### src/pbls_pkg.sv
`timescale 1ns / 1ps
// ----------------------------------------------------------------------------
// pbls_pkg
// Shared types and constants for the front-panel button/LED scanner.
// ----------------------------------------------------------------------------
package pbls_pkg;

  localparam int unsigned LedW      = 24;
  localparam int unsigned BtnW      = 8;
  localparam int unsigned TickW     = 9;
  localparam int unsigned BlinkCntW = 16;
  localparam int unsigned OriginW   = 8;

  localparam logic [LedW-1:0]    LedResetImage = LedW'(32'h0040_0000);
  localparam logic [TickW-1:0]   MenuHalf      = 9'h100;
  localparam logic [OriginW-1:0] BlinkHalf     = 8'h80;

  typedef enum logic [1:0] {
    REQ_TICK      = 2'd0,
    REQ_LED_SET   = 2'd1,
    REQ_BLINK     = 2'd2,
    REQ_RETRIGGER = 2'd3
  } req_e;

  typedef enum logic {
    CFG_MENU_EN   = 1'b0,
    CFG_MENU_MASK = 1'b1
  } cfg_idx_e;

  typedef enum logic [2:0] {
    PH_IDLE = 3'b001,
    PH_ON   = 3'b010,
    PH_OFF  = 3'b100
  } rtg_phase_e;

  typedef struct packed {
    req_e                 req_type;
    logic [BtnW-1:0]      button_bits;
    logic [LedW-1:0]      led_mask;
    logic                 led_value;
    logic [BlinkCntW-1:0] blink_count;
  } in_item_t;

  typedef struct packed {
    logic [LedW-1:0] led_drive;
    logic            button_event;
    logic [BtnW-1:0] button_changed;
    logic [BtnW-1:0] button_state;
    logic            gate_on;
  } out_item_t;

  // per-transaction control handed from the input stage to the state units
  typedef struct packed {
    logic fire;
    req_e req;
  } step_t;

endpackage

### src/pbls_buttons.sv
`timescale 1ns / 1ps
// ----------------------------------------------------------------------------
// pbls_buttons
// Two-tick button debounce; latches the whole byte on a confirmed change.
// ----------------------------------------------------------------------------
module pbls_buttons (
  input  logic                  clk_i,
  input  logic                  rst_ni,
  input  pbls_pkg::step_t       step_i,
  input  logic [pbls_pkg::BtnW-1:0] buttons_i,
  output logic                  event_o,
  output logic [pbls_pkg::BtnW-1:0] changed_o,
  output logic [pbls_pkg::BtnW-1:0] state_o
);
  import pbls_pkg::*;

  logic [BtnW-1:0] stable_q, stable_d;
  logic [BtnW-1:0] pending_q, pending_d;
  logic [BtnW-1:0] diff;
  logic            is_tick;

  always_comb begin
    is_tick   = (step_i.req == REQ_TICK);
    diff      = buttons_i ^ stable_q;
    changed_o = is_tick ? (diff & pending_q) : '0;
    pending_d = is_tick ? diff : pending_q;
    event_o   = (changed_o != '0);
    stable_d  = event_o ? buttons_i : stable_q;
    state_o   = stable_d;
  end

  always_ff @(posedge clk_i or negedge rst_ni) begin
    if (!rst_ni) begin
      stable_q  <= '0;
      pending_q <= '0;
    end else if (step_i.fire) begin
      stable_q  <= stable_d;
      pending_q <= pending_d;
    end
  end

endmodule

### src/pbls_leds.sv
`timescale 1ns / 1ps
// ----------------------------------------------------------------------------
// pbls_leds
// LED image, blink overlay, menu square wave and tick counter.
// ----------------------------------------------------------------------------
module pbls_leds (
  input  logic                          clk_i,
  input  logic                          rst_ni,
  input  pbls_pkg::step_t               step_i,
  input  logic [pbls_pkg::LedW-1:0]     mask_i,
  input  logic                          value_i,
  input  logic [pbls_pkg::BlinkCntW-1:0] count_i,
  input  logic                          menu_en_i,
  input  logic [pbls_pkg::LedW-1:0]     menu_mask_i,
  output logic [pbls_pkg::LedW-1:0]     drive_o
);
  import pbls_pkg::*;

  logic [LedW-1:0]      image_q, image_d;
  logic [LedW-1:0]      bits_q, bits_d;
  logic [BlinkCntW-1:0] left_q, left_d, left_nx;
  logic [OriginW-1:0]   origin_q, origin_d;
  logic [TickW-1:0]     tick_q, tick_d;
  logic [OriginW-1:0]   phase;
  logic [LedW-1:0]      drive;
  logic                 active;

  always_comb begin
    image_d  = image_q;
    bits_d   = bits_q;
    left_d   = left_q;
    origin_d = origin_q;
    tick_d   = tick_q;
    case (step_i.req)
      REQ_TICK:    tick_d = tick_q + TickW'(1);
      REQ_LED_SET: image_d = value_i ? (image_q | mask_i) : (image_q & ~mask_i);
      REQ_BLINK: begin
        origin_d = tick_q[OriginW-1:0];
        bits_d   = mask_i;
        left_d   = (mask_i != '0) ? count_i : '0;
      end
      default: ;
    endcase

    active  = (left_d != '0);
    phase   = tick_d[OriginW-1:0] - origin_d;
    left_nx = left_d;
    if (active && step_i.req == REQ_TICK && tick_d[OriginW-1:0] == origin_d) begin
      left_nx = left_d - BlinkCntW'(1);
    end

    drive = ~image_d;
    if (active && phase > BlinkHalf) begin
      drive = ~(image_d ^ bits_d);
    end
    if (menu_en_i) begin
      if (tick_d > MenuHalf) drive = drive | menu_mask_i;
      else                   drive = drive & ~menu_mask_i;
    end
    drive_o = drive;
  end

  always_ff @(posedge clk_i or negedge rst_ni) begin
    if (!rst_ni) begin
      image_q  <= LedResetImage;
      bits_q   <= '0;
      left_q   <= '0;
      origin_q <= '0;
      tick_q   <= '0;
    end else if (step_i.fire) begin
      image_q  <= image_d;
      bits_q   <= bits_d;
      left_q   <= left_nx;
      origin_q <= origin_d;
      tick_q   <= tick_d;
    end
  end

endmodule

### src/pbls_gate.sv
`timescale 1ns / 1ps
// ----------------------------------------------------------------------------
// pbls_gate
// Gate retrigger: off for one tick, then back on.
// ----------------------------------------------------------------------------
module pbls_gate (
  input  logic            clk_i,
  input  logic            rst_ni,
  input  pbls_pkg::step_t step_i,
  output logic            gate_o
);
  import pbls_pkg::*;

  rtg_phase_e phase_q, phase_d;
  logic       gate_q, gate_d;

  always_comb begin
    phase_d = phase_q;
    gate_d  = gate_q;
    if (step_i.req == REQ_RETRIGGER) begin
      phase_d = PH_OFF;
    end else if (step_i.req == REQ_TICK) begin
      if (phase_q == PH_OFF) begin
        phase_d = PH_ON;
        gate_d  = 1'b0;
      end else if (phase_q != PH_IDLE) begin
        phase_d = PH_IDLE;
        gate_d  = 1'b1;
      end
    end
    gate_o = gate_d;
  end

  always_ff @(posedge clk_i or negedge rst_ni) begin
    if (!rst_ni) begin
      phase_q <= PH_IDLE;
      gate_q  <= 1'b0;
    end else if (step_i.fire) begin
      phase_q <= phase_d;
      gate_q  <= gate_d;
    end
  end

endmodule

### src/panel_button_led_scanner_top.sv
`timescale 1ns / 1ps
// ----------------------------------------------------------------------------
// panel_button_led_scanner_top
// Front-panel scanner: button debounce, LED drive image, gate retrigger.
// ----------------------------------------------------------------------------
// Pipeline: an input transaction passes the input reg, then the result reg.
// Throughput: one transaction per cycle unless the output stalls; the state update is a single pass.
// Reset: async active low; LED image 0x400000, gate phase idle, other control state and config 0.
// Config port is always ready; writes take effect on the next transaction.
module panel_button_led_scanner_top (
  input  logic                          clk_i,
  input  logic                          rst_ni,
  input  logic                          in_valid_i,
  output logic                          in_ready_o,
  input  pbls_pkg::in_item_t            in_data_i,
  output logic                          out_valid_o,
  input  logic                          out_ready_i,
  output pbls_pkg::out_item_t           out_data_o,
  input  logic                          cfg_valid_i,
  output logic                          cfg_ready_o,
  input  pbls_pkg::cfg_idx_e            cfg_index_i,
  input  logic [pbls_pkg::LedW-1:0]     cfg_data_i
);
  import pbls_pkg::*;

  in_item_t        in_q;
  logic            in_valid_q;
  out_item_t       res_q, res_d;
  logic            res_valid_q;
  logic            res_ready;
  step_t           step;
  logic            menu_en_q;
  logic [LedW-1:0] menu_mask_q;

  assign res_ready   = !res_valid_q || out_ready_i;
  assign in_ready_o  = !in_valid_q || res_ready;
  assign step.fire   = in_valid_q && res_ready;
  assign step.req    = in_q.req_type;
  assign cfg_ready_o = 1'b1;
  assign out_valid_o = res_valid_q;
  assign out_data_o  = res_q;

  always_ff @(posedge clk_i or negedge rst_ni) begin
    if (!rst_ni) begin
      menu_en_q   <= 1'b0;
      menu_mask_q <= '0;
    end else if (cfg_valid_i) begin
      unique case (cfg_index_i)
        CFG_MENU_EN:   menu_en_q   <= cfg_data_i[0];
        CFG_MENU_MASK: menu_mask_q <= cfg_data_i;
        default: ;
      endcase
    end
  end

  always_ff @(posedge clk_i or negedge rst_ni) begin
    if (!rst_ni) begin
      in_valid_q  <= 1'b0;
      res_valid_q <= 1'b0;
    end else begin
      if (in_ready_o) in_valid_q <= in_valid_i;
      if (res_ready)  res_valid_q <= in_valid_q;
    end
  end

  always_ff @(posedge clk_i) begin
    if (in_valid_i && in_ready_o) in_q <= in_data_i;
    if (step.fire)                res_q <= res_d;
  end

  pbls_buttons u_buttons (
    .clk_i     (clk_i),
    .rst_ni    (rst_ni),
    .step_i    (step),
    .buttons_i (in_q.button_bits),
    .event_o   (res_d.button_event),
    .changed_o (res_d.button_changed),
    .state_o   (res_d.button_state)
  );

  pbls_leds u_leds (
    .clk_i       (clk_i),
    .rst_ni      (rst_ni),
    .step_i      (step),
    .mask_i      (in_q.led_mask),
    .value_i     (in_q.led_value),
    .count_i     (in_q.blink_count),
    .menu_en_i   (menu_en_q),
    .menu_mask_i (menu_mask_q),
    .drive_o     (res_d.led_drive)
  );

  pbls_gate u_gate (
    .clk_i  (clk_i),
    .rst_ni (rst_ni),
    .step_i (step),
    .gate_o (res_d.gate_on)
  );

  a_ready_low_full: assert property (@(posedge clk_i) disable iff (!rst_ni)
    !in_ready_o |-> (in_valid_q && res_valid_q))
    else $error("input stalled while a pipeline stage is empty");

  a_fire_fills_result: assert property (@(posedge clk_i) disable iff (!rst_ni)
    step.fire |=> res_valid_q)
    else $error("processed transaction did not reach the result register");

  a_event_has_change: assert property (@(posedge clk_i) disable iff (!rst_ni)
    (res_valid_q && res_q.button_event) |-> (res_q.button_changed != '0))
    else $error("button event without changed bits");

  a_no_event_off_tick: assert property (@(posedge clk_i) disable iff (!rst_ni)
    (step.fire && step.req != REQ_TICK) |=> !res_q.button_event)
    else $error("button event on a non-tick transaction");

endmodule
### config.mk
export PLATFORM = sky130hd
export DESIGN_NAME = panel_button_led_scanner_top
export DESIGN_NICKNAME = d
export VERILOG_FILES = /design/src/pbls_pkg.sv /design/src/pbls_buttons.sv /design/src/pbls_leds.sv /design/src/pbls_gate.sv /design/src/panel_button_led_scanner_top.sv
export SDC_FILE = /design/constraint.sdc
export NUM_CORES = 1
export LEC_CHECK = 0
export BUFFER_PORTS_ARGS = -buffer_cell sky130_fd_sc_hd__buf_4
export CORE_UTILIZATION = 31
export CTS_CLUSTER_SIZE = 40
export DETAILED_ROUTE_END_ITERATION = 7
export PLACE_DENSITY = 0.57
export SYNTH_ARGS = -nofsm -noshare
export SYNTH_HDL_FRONTEND = slang
export SYNTH_SLANG_ARGS = --single-unit
### constraint.sdc
create_clock -name clk_i -period 10.2 [get_ports clk_i]
set_input_delay 0 -clock clk_i [delete_from_list [all_inputs] [get_ports clk_i]]
set_output_delay 0 -clock clk_i [all_outputs]
set_load 0.02 [all_outputs]
# [Word-level counts from Yosys, hierarchy flattened]
# Cells that the tools add are included.
[totals] wordCells=86 ff_bits=221 in_bits=81 out_inout_bits=45
[op_classes] reduce_logical=19 bitwise=12 n_addsub=3 magnitude_cmp=2 eq_ne=6 n_mux=21
[op_table] cell="24-bit two-way mux" n=6
[op_table] cell="24-bit NOT" n=4
[op_table] cell="24-bit AND" n=2
[op_table] cell="16-bit two-way mux" n=3
[op_table] cell="24-bit bitwise OR" n=2
[op_table] cell="8-bit two-way mux" n=3
[op_table] cell="24-bit nonzero test" n=1
[op_table] cell="24-bit bitwise XOR" n=1
[op_table] cell="16-bit nonzero test" n=1
[op_table] cell="16-bit by 1-bit subtractor with 16-bit output, second input constant" n=1
[op_table] cell="3-bit two-way mux" n=4
[op_table] cell="9-bit by 1-bit adder with 9-bit output, second input constant" n=1
[op_table] cell="9-bit > comparator, second input constant" n=1
[op_table] cell="9-bit two-way mux" n=1
[op_table] cell="8-bit AND" n=1
[op_table] cell="8-bit equality test" n=1
[op_table] cell="8-bit > comparator, second input constant" n=1
[op_table] cell="8-bit nonzero test" n=1
[op_table] cell="8-bit subtractor" n=1
[op_table] cell="8-bit bitwise XOR" n=1
[op_table] cell="2-bit AND reduction" n=3
[op_table] cell="1-bit logical AND" n=5
[op_table] cell="2-bit equality test, second input constant" n=2
[op_table] cell="1-bit two-way mux" n=4
[op_table] cell="10 further kinds" n=12

# [Depth between registers and ports, before layout]
# Gate-level depths: netlist of run 1.
[logic_depth] word_depth=10 mapped_depth=18 ltp_nobuf=13

# [By module]
# A second synthesis of run 1 with hierarchy kept.
[hier_totals] cells_unflattened=936 area_unflattened_um2=10889.2
[by_module_without_submodules] mod="pbls_leds" n_inst=1 area_each_um2=5778.0 cells_each=682 seq_area_each_um2=2028.2
[by_module_without_submodules] mod="panel_button_led_scanner_top" n_inst=1 area_each_um2=3910.0 cells_each=157 seq_area_each_um2=3468.3
[by_module_without_submodules] mod="pbls_buttons" n_inst=1 area_each_um2=953.4 cells_each=74 seq_area_each_um2=400.4
[by_module_without_submodules] mod="pbls_gate" n_inst=1 area_each_um2=247.7 cells_each=23 seq_area_each_um2=101.3

# [Least setup slack after synthesis of run 1]
# OpenSTA, ideal clock, no wires.
[synth_timing] kind="reg-to-reg" startpoint="register in_q[49] in the netlist's numbering" endpoint="register res_q (netlist bit out_data_o[21]) (data pin)" path_buffers=6 synth_period_minus_slack_ps=4555 stages_incl_launch_ff=18 path_slack_ps=5645 t_required_ps=10048 t_arrival_ps=4403 setup_time_ps=152 cell_sequence="edfxtp_1 inv_1 ha_1 buf_2 buf_1 buf_1 clkbuf_1 mux2i_1 fa_1 a211oi_1 nor3b_1 o22ai_1 xnor2_1 nor4_1 clkbuf_1 clkbuf_1 o31ai_1 a31oi_1"
[synth_rtl] item="from (decl)" line="panel_button_led_scanner_top.sv:26" rtl="in_item_t in_q;"
[synth_rtl] item="from (signal assigned)" line="panel_button_led_scanner_top.sv:67" rtl="if (in_valid_i && in_ready_o) in_q <= in_data_i;"
[synth_rtl] item="to (signal assigned)" line="panel_button_led_scanner_top.sv:68" rtl="if (step.fire) res_q <= res_d;"
[synth_rtl] item="to (decl)" line="panel_button_led_scanner_top.sv:28" rtl="out_item_t res_q, res_d;"

==> metrics.md, run 1 <==
| Metric | Value |
|---|---|
| Final count of pins violating max slew | 0 |
| Overall Power | 3.302 mW |
| Reg-to-reg endpoint | out_data_o[22]$_DFFE_PP_ |
| GR Overflow Total | 0 |
| Status | complete, no violations |
| Clock power frac | 29.9% |
| Fraction of synthesized cell area taken by the top area cell type | 28.60% |
| Routed WL | 29,150 um |
| Initial cell density of the core | 31.68% |
| Placed cell areas | 12,390 um2 |
| Routed via count divided by cell count | 5.029 |
| Post-layout worst setup margin | 5.725 ns |
| Critical path arrival | 4.84 ns |
| P_leak | 5.966 nW |
| Die area | 36,320 um2 |
| Chain of cells forming the critical path | inv_1 > ha_1 > nand4_1 > nor2_1 > xor2_1 > ha_1 > a21oi_1 > o21ai_0 > o21ai_0 > or3b_4 > or4_1 > a31oi_1 |
| Number of clock sinks | 221 |
| Number of routed nets with antenna violations | 0 |
| Clk slew on worst S/H paths | 0.06 ns |
| Initial antenna violation count | 0 |
| Register-to-Register Path Depth | 12 |
| Share of cells above drive strength 1 | 20.05% |
| TritonCTS clock tree | yes |
| Num rows | 68 |
| Yosys cell types | 72 |
| Post-route insts no fill | 1,682 |
| Switching part of the total | 33.30% |
| Antenna cells | 0 |
| Clock Tree Buf Depth | 3 |
| Power Density | 234.1 nW/um2 |
| Internal power | 2.202 mW |
| Instance count of the mapped netlist | 1,022 |
| Post-Syn Area | 11,020 um2 |
| Actual slew at the worst max-slew pin | 1.111 ns |
| Final-report setup violation count | 0 |
| List of most frequent post-synthesis cells | 223 x nand2_1, 126 x dfrtp_1, 93 x edfxtp_1, 62 x mux2i_1, 59 x nor2_1 |
| Syn nets | 1,118 |
| Count of H-tree levels built during CTS | 1 |
| Relative area change from synthesis to final layout | 27.97% |
| DR pass1 iterations | 5 |
| Cell count after placement | 1,554 |
| Yosys warning count | 0 |
| Detailed-route via count | 8,459 |
| Worst R2R Start | in_q[49]$_DFFE_PP_ |
| Clock insertion delay at the later pin of the skew report | 0.54 ns |
| Worst setup skew after layout | 0.02468 ns |
| Critical path endpoint category | flop |
| Final instance area | 14,110 um2 |
| Iter 0 DRT Violations | 526 |
| Worst slew slack as a fraction of its limit | 25.96% |
| Inserted Clock Buffers | 26 |
| Largest stage delay on the critical path | 0.66 ns |
| Sequential-to-total area share from yosys stat | 54.42% |
| Final Hold Viols | 0 |
| Final-layout setup total negative slack | 0 ns |
| Part of the total power dissipated in combinational logic | 30.8% |
| Master cell of the clock root buffer | clkbuf_16 |
| Avg Cell Area, Syn | 10.79 um2 |
| Cell accounting for the most synthesized area | dfrtp_1 |
| Kind of start point of the critical path | flop |
| Pin count of the biggest net entering global routing | 71 |
| Number of global-route vias before repair | 8,530 |
| Wire length of the first global-routing pass | 46,910 um |
| Average routed wire per standard cell | 17.33 um |
| Maximum ir drop on the vdd rail | 0.0002306 V |
| Count of cells resized by post-cts repair | 0 |
| Layout net count | 1,303 |
| EDFF count, synth | 93 |
| Worst-path maximum fanout | 48 |
| Category of the most critical setup path | flop to flop |
| RePlAce Congestion | 0.7989 |
| Most frequent cell after synthesis | nand2_1 |
| Filler cells | 3,316 |
| Combined flip-flop and latch cell area | 5998 um2 |
| Worst-path cell with the longest stage delay | ha_1 |
| Core footprint | 34,800 um2 |
| Most instantiated flip-flop cell in the synthesis netlist | dfrtp_1 |
| Chip Width | 190.6 um |
| Total global-route track usage | 16.33% |
| Hold_sp | cfg_valid_i |
| Net Switching | 1.100 mW |
| Minimum period implied by the final worst setup slack | 4.475 ns |
| Number of placed I/O pins | 126 |
| Buffer and inverter count on the worst path | 1 |
| Endpoint of the worst hold-timing path | menu_en_q$_DFFE_PN0P_ |
| DRC viols | 0 |
| Fraction of registers with async set/reset | 57.92% |
| Max-capacitance violation count | 0 |
| Cell depth of the worst min-delay path | 3 |
| Setup slack of the most critical reg-to-reg path | 5.72 ns |
| Worst setup slack before clock tree synthesis | 5.773 ns |
| Flop pwr share | 39.3% |
| Ratio of final minimum period to clock period | 43.88% |
| Cell family with the largest share of critical-path delay | simple AND/OR/NAND/NOR gates |
| Half-perimeter wire length after placement | 18,480 um |
| Number of buffers inserted by port buffering | 124 |
| Highest clock frequency the design can meet | 0.2234 GHz |
| Setup repair after global routing missed its margin | false |
| Leading cell types by total area after synthesis | dfrtp_1 29%, edfxtp_1 25%, nand2_1 7.6%, mux2i_1 5.6%, mux2_2 5.0% |
| Multi-input gate area | 4782 um2 |
| Die height | 190.6 um |
| Data required, critical path | 10.56 ns |
| Flip-flop and latch count after synthesis | 221 |
| Worst min-delay path class | input port to flop |
tightest hold or removal path, cell delays in order:
cell	delay, ns
buf_4	0.11
nor2b_1	0.17
mux2_2	0.23
sequential cells by signal, summed over array words and instances, names as in the netlist, named ones only:
register	flops
in_q	51
in_valid_q	1
u_leds.bits_q	24
u_buttons.stable_q	8
u_buttons.pending_q	8
u_leds.tick_q	8
u_leds.image_q	24
u_leds.origin_q	8
u_leds.left_q	16
menu_mask_q	24
u_gate.gate_q	1
out_valid_o	1
menu_en_q	1
out_data_o	42
u_gate.phase_q	3
kinds of logic (layout without fill, tap and decap cells):
family	count (synthesis)	after routing	synth area share (%)
AO/OA/AOI/OAI	156	156	9.467
XOR/XNOR	37	37	3.246
adder cells (fa/ha/maj)	15	15	1.771
buffers and inverters	64	269	2.520
flip-flops	221	221	54.42
multiplexers	113	113	10.84
other	1	1	0.03402
AND/OR/NAND/NOR	415	415	17.71
metal layers:
metal,up-vias,wire length (um),track usage [%]
met4,0,597,4.585
met1,4123,13230,21.89
met3,36,1471,2.264
li1,4084,-,-
met5,-,0,0
met2,216,13860,27.40
worst max path at each step:
stage / start / endpoint / slack [ns] / depth (start not counted)
after floorplan: in_q[49]$_DFFE_PP_ / out_data_o[21]$_DFFE_PP_ / 5.65 / 17
after global placement: in_q[49]$_DFFE_PP_ / out_data_o[23]$_DFFE_PP_ / 5.86 / 12
after detailed placement: in_q[49]$_DFFE_PP_ / out_data_o[31]$_DFFE_PP_ / 5.77 / 12
after CTS: in_q[49]$_DFFE_PP_ / out_data_o[22]$_DFFE_PP_ / 5.75 / 12
after global routing: in_q[49]$_DFFE_PP_ / out_data_o[18]$_DFFE_PP_ / 5.44 / 12
final: in_q[49]$_DFFE_PP_ / out_data_o[22]$_DFFE_PP_ / 5.72 / 12
area by class of cell:
type	count	share of cell area, %
repair buffers	214	12.83
multi-input cells	737	33.90
well taps	455	4.036
inverters	7	0.1863
clock inverters	10	0.9225
clock buffers	38	5.597
flip-flops and latches	221	42.52
timing repair:
action,CTS,global route
endpoints found under the setup margin,0,0
hold buffers,80,0
hold endpoints to repair,136,0
buffers inserted,0,0
power groups by stage:
stage	clock network [mW]	registers, mW	logic (mW)
final	0.988	1.30	1.02
after global routing	1.05	1.32	1.15
after CTS	1.01	1.30	1.03
after detailed placement	0	1.31	0.999
after global placement	0	1.31	0.979
after floorplan	0	1.32	0.721
cell usage in the layout, fill, tap and decap left out, types with 7 or more instances in the layout:
master         Yosys  routed
nor4_1             8       7
nor2_1            59      58
xnor2_1           15      15
or4_1             31      31
o21ai_0           41      41
buf_4              1     133
dlygate4sd3_1      0      80
o31ai_1           25      25
nand4_1            8       8
a21oi_1           15      15
a211oi_1           8       8
o211ai_1           8       8
nor3_1            22      21
ha_1              14      13
xor2_1            20      20
or3_1              8       8
and3_1            13      13
a31oi_1           27      27
dfrtp_1          126     126
mux2i_1           62      62
edfxtp_1          93      93
nand2_1          223     222
nor2b_1            7       7
clkbuf_16          0      29
mux2_2            49      49
through the flow:
stage | hold slack [ns] | utilization (%)
after floorplan | -0.2956 | -
after global placement | 0.03498 | 35.59
after detailed placement | 0.03733 | 35.59
after CTS | 0.005187 | 40.54
after global routing | 0.01634 | 40.54
final | 0.02220 | 40.54
No activity file was read; power rests on OpenSTA's default activity.
==> inputs of run 2 (changes only) <==
- PLACE_DENSITY: 0.57 -> 0.58
- clock period: 10.2 -> 3.7 ns (I/O delays scaled with it)
==> metrics.md, run 2 (synthesis results as in run 1) <==
| Metric | Value |
|---|---|
| Average routed wire per standard cell | 16.66 um |
| Placed cell areas | 12,830 um2 |
| Final instance area | 14,600 um2 |
| Number of clock sinks | 221 |
| DRC viols | 0 |
| Power Density | 650.7 nW/um2 |
| Layout net count | 1,354 |
| Final count of pins violating max slew | 0 |
| Clock power frac | 27.6% |
| Pin count of the biggest net entering global routing | 91 |
| Net Switching | 3.128 mW |
| Number of buffers inserted by port buffering | 124 |
| Actual slew at the worst max-slew pin | 1.074 ns |
| Final-report setup violation count | 0 |
| Routed WL | 28,880 um |
| Initial cell density of the core | 31.68% |
| Cell count after placement | 1,603 |
| Iter 0 DRT Violations | 498 |
| Post-layout worst setup margin | 0.1610 ns |
| Count of H-tree levels built during CTS | 1 |
| Detailed-route via count | 8,644 |
| Largest stage delay on the critical path | 0.49 ns |
| Clk slew on worst S/H paths | 0.06 ns |
| Status | complete, no violations |
| Internal power | 6.370 mW |
| Buffer and inverter count on the worst path | 2 |
| Kind of start point of the critical path | flop |
| Flip-flop count of the largest register after layout | 51 |
| Part of the total power dissipated in combinational logic | 34.7% |
| Wire length of the first global-routing pass | 45,990 um |
| Switching part of the total | 32.93% |
| Commonest non-fill, non-tap cell in the layout | nand2_1 |
| Half-perimeter wire length after placement | 18,910 um |
| Maximum ir drop on the vdd rail | 0.0005031 V |
| Minimum period implied by the final worst setup slack | 3.539 ns |
| P_leak | 6.234 nW |
| Number of global-route vias before repair | 8,435 |
| Number of placed I/O pins | 126 |
| Clock insertion delay at the later pin of the skew report | 0.53 ns |
| TritonCTS clock tree | yes |
| Worst-path maximum fanout | 20 |
| GR Overflow Total | 0 |
| Critical path endpoint category | flop |
| Total global-route track usage | 15.92% |
| Chip Width | 190.6 um |
| Data required, critical path | 4.05 ns |
| Highest clock frequency the design can meet | 0.2826 GHz |
| Utilization after layout | 41.95% |
| Flop pwr share | 37.7% |
| Share of cells above drive strength 1 | 24.02% |
| Final Hold Viols | 0 |
| Worst slew slack as a fraction of its limit | 28.43% |
| Initial antenna violation count | 0 |
| Num rows | 68 |
| Routed via count divided by cell count | 4.988 |
| Number of routed nets with antenna violations | 0 |
| Worst setup skew after layout | 0.01896 ns |
| Max-capacitance violation count | 0 |
| Inserted Clock Buffers | 26 |
| Category of the most critical setup path | flop to flop |
| Smallest hold slack | 0.09964 ns |
| Most frequent cells in the layout | 222 x nand2_1, 178 x buf_4, 125 x dfrtp_1, 93 x edfxtp_1, 81 x dlygate4sd3_1 |
| DR pass1 iterations | 5 |
| Die area | 36,320 um2 |
| Ratio of final minimum period to clock period | 95.65% |
| RePlAce Congestion | 0.8276 |
| Worst setup slack before clock tree synthesis | -0.04954 ns |
| Cell family with the largest share of critical-path delay | simple AND/OR/NAND/NOR gates |
| Master cell of the clock root buffer | clkbuf_16 |
| Worst min-delay path class | input port to async pin |
| Clock Tree Buf Depth | 3 |
| Biggest register | in_q |
| Worst-path cell with the longest stage delay | or4_1 |
| Post-route insts no fill | 1,733 |
| Chain of cells forming the critical path | inv_2 > ha_4 > mux2i_4 > ha_1 > or4b_4 > a31oi_2 > nor3_1 > or3b_4 > buf_12 > or4_1 > a31oi_1 |
| Core footprint | 34,800 um2 |
| Antenna cells | 0 |
| Critical path arrival | 3.88 ns |
| Relative area change from synthesis to final layout | 32.43% |
| Die height | 190.6 um |
-- run 2: changes by cell type in the layout (fill, tap and decap cells not counted), sizes merged --
cell / delta
buf: +50
clkbuf: -2
clkinv: +2
dlygate4sd3: +1
-- run 2: metal layers --
layer  track usage, %  vias up  wire length [um]
li1                 -     4191                 -
met1            21.61     4243             13260
met2            26.95      176             13950
met3            1.932       34              1074
met4            3.723        0               588
met5                0        -                 0
-- run 2: path summary, 6_finish.rpt --
path / from / endpoint / slack, ns / cells past startpoint
min in group clk_i: cfg_valid_i / menu_mask_q[22]$_DFFE_PN0P_ / 0.13 / 4
max in group asynchronous: rst_ni / menu_mask_q[5]$_DFFE_PN0P_ / 2.62 / 3
setup / recovery: in_q[49]$_DFFE_PP_ / out_data_o[25]$_DFFE_PP_ / 0.16 / 11
setup reg to reg: in_q[49]$_DFFE_PP_ / out_data_o[25]$_DFFE_PP_ / 0.16 / 11
hold reg to reg: u_leds.bits_q[21]$_DFFE_PN0P_ / u_leds.bits_q[21]$_DFFE_PN0P_ / 0.47 / 2
hold / removal: rst_ni / u_leds.left_q[14]$_DFFE_PN0P_ / 0.1 / 2
-- run 2: power groups by stage --
stage / logic (mW) / clock network (mW) / registers (mW)
final: 3.29 / 2.62 / 3.58
after global routing: 3.62 / 2.78 / 3.65
after CTS: 3.24 / 2.70 / 3.58
after detailed placement: 3.16 / 0 / 3.62
after global placement: 3.08 / 0 / 3.61
after floorplan: 2.02 / 0 / 3.65
-- run 2: area by class of cell --
class / instances / area [um2]
fill: 3250 / 20200
multi-input combinational: 737 / 4853
clock inverter: 12 / 141.4
timing repair buffer: 265 / 2258
clock buffer: 36 / 749.5
inverter: 7 / 26.28
tap: 455 / 569.3
sequential: 221 / 6000
-- run 2: stage by stage --
stage | power [mW] | setup TNS, ns
2_1_floorplan | 5.668 | 0
3_3_place_gp | 6.692 | 0
3_5_place_dp | 6.774 | -0.2357
4_1_cts | 9.521 | 0
5_1_grt | 10.05 | -0.001946
6_report | 9.499 | 0
-- run 2: worst reg2reg max path, stage by stage (launching register included) --
cell and delay [ns]:
edfxtp_1 0.43, inv_2 0.13, ha_4 0.22, mux2i_4 0.30
ha_1 0.20, or4b_4 0.48, a31oi_2 0.23, nor3_1 0.07
or3b_4 0.43, buf_12 0.18, or4_1 0.50, a31oi_1 0.21
-- run 2: what timing repair did --
action                                  in CTS  in global routing
endpoints found under the hold margin      165                  0
buffers inserted                             0                  1
hold buffers                                81                  0
pin swaps                                    0                  3
endpoints found under the setup margin      22                 24
resized for setup                            1                 11
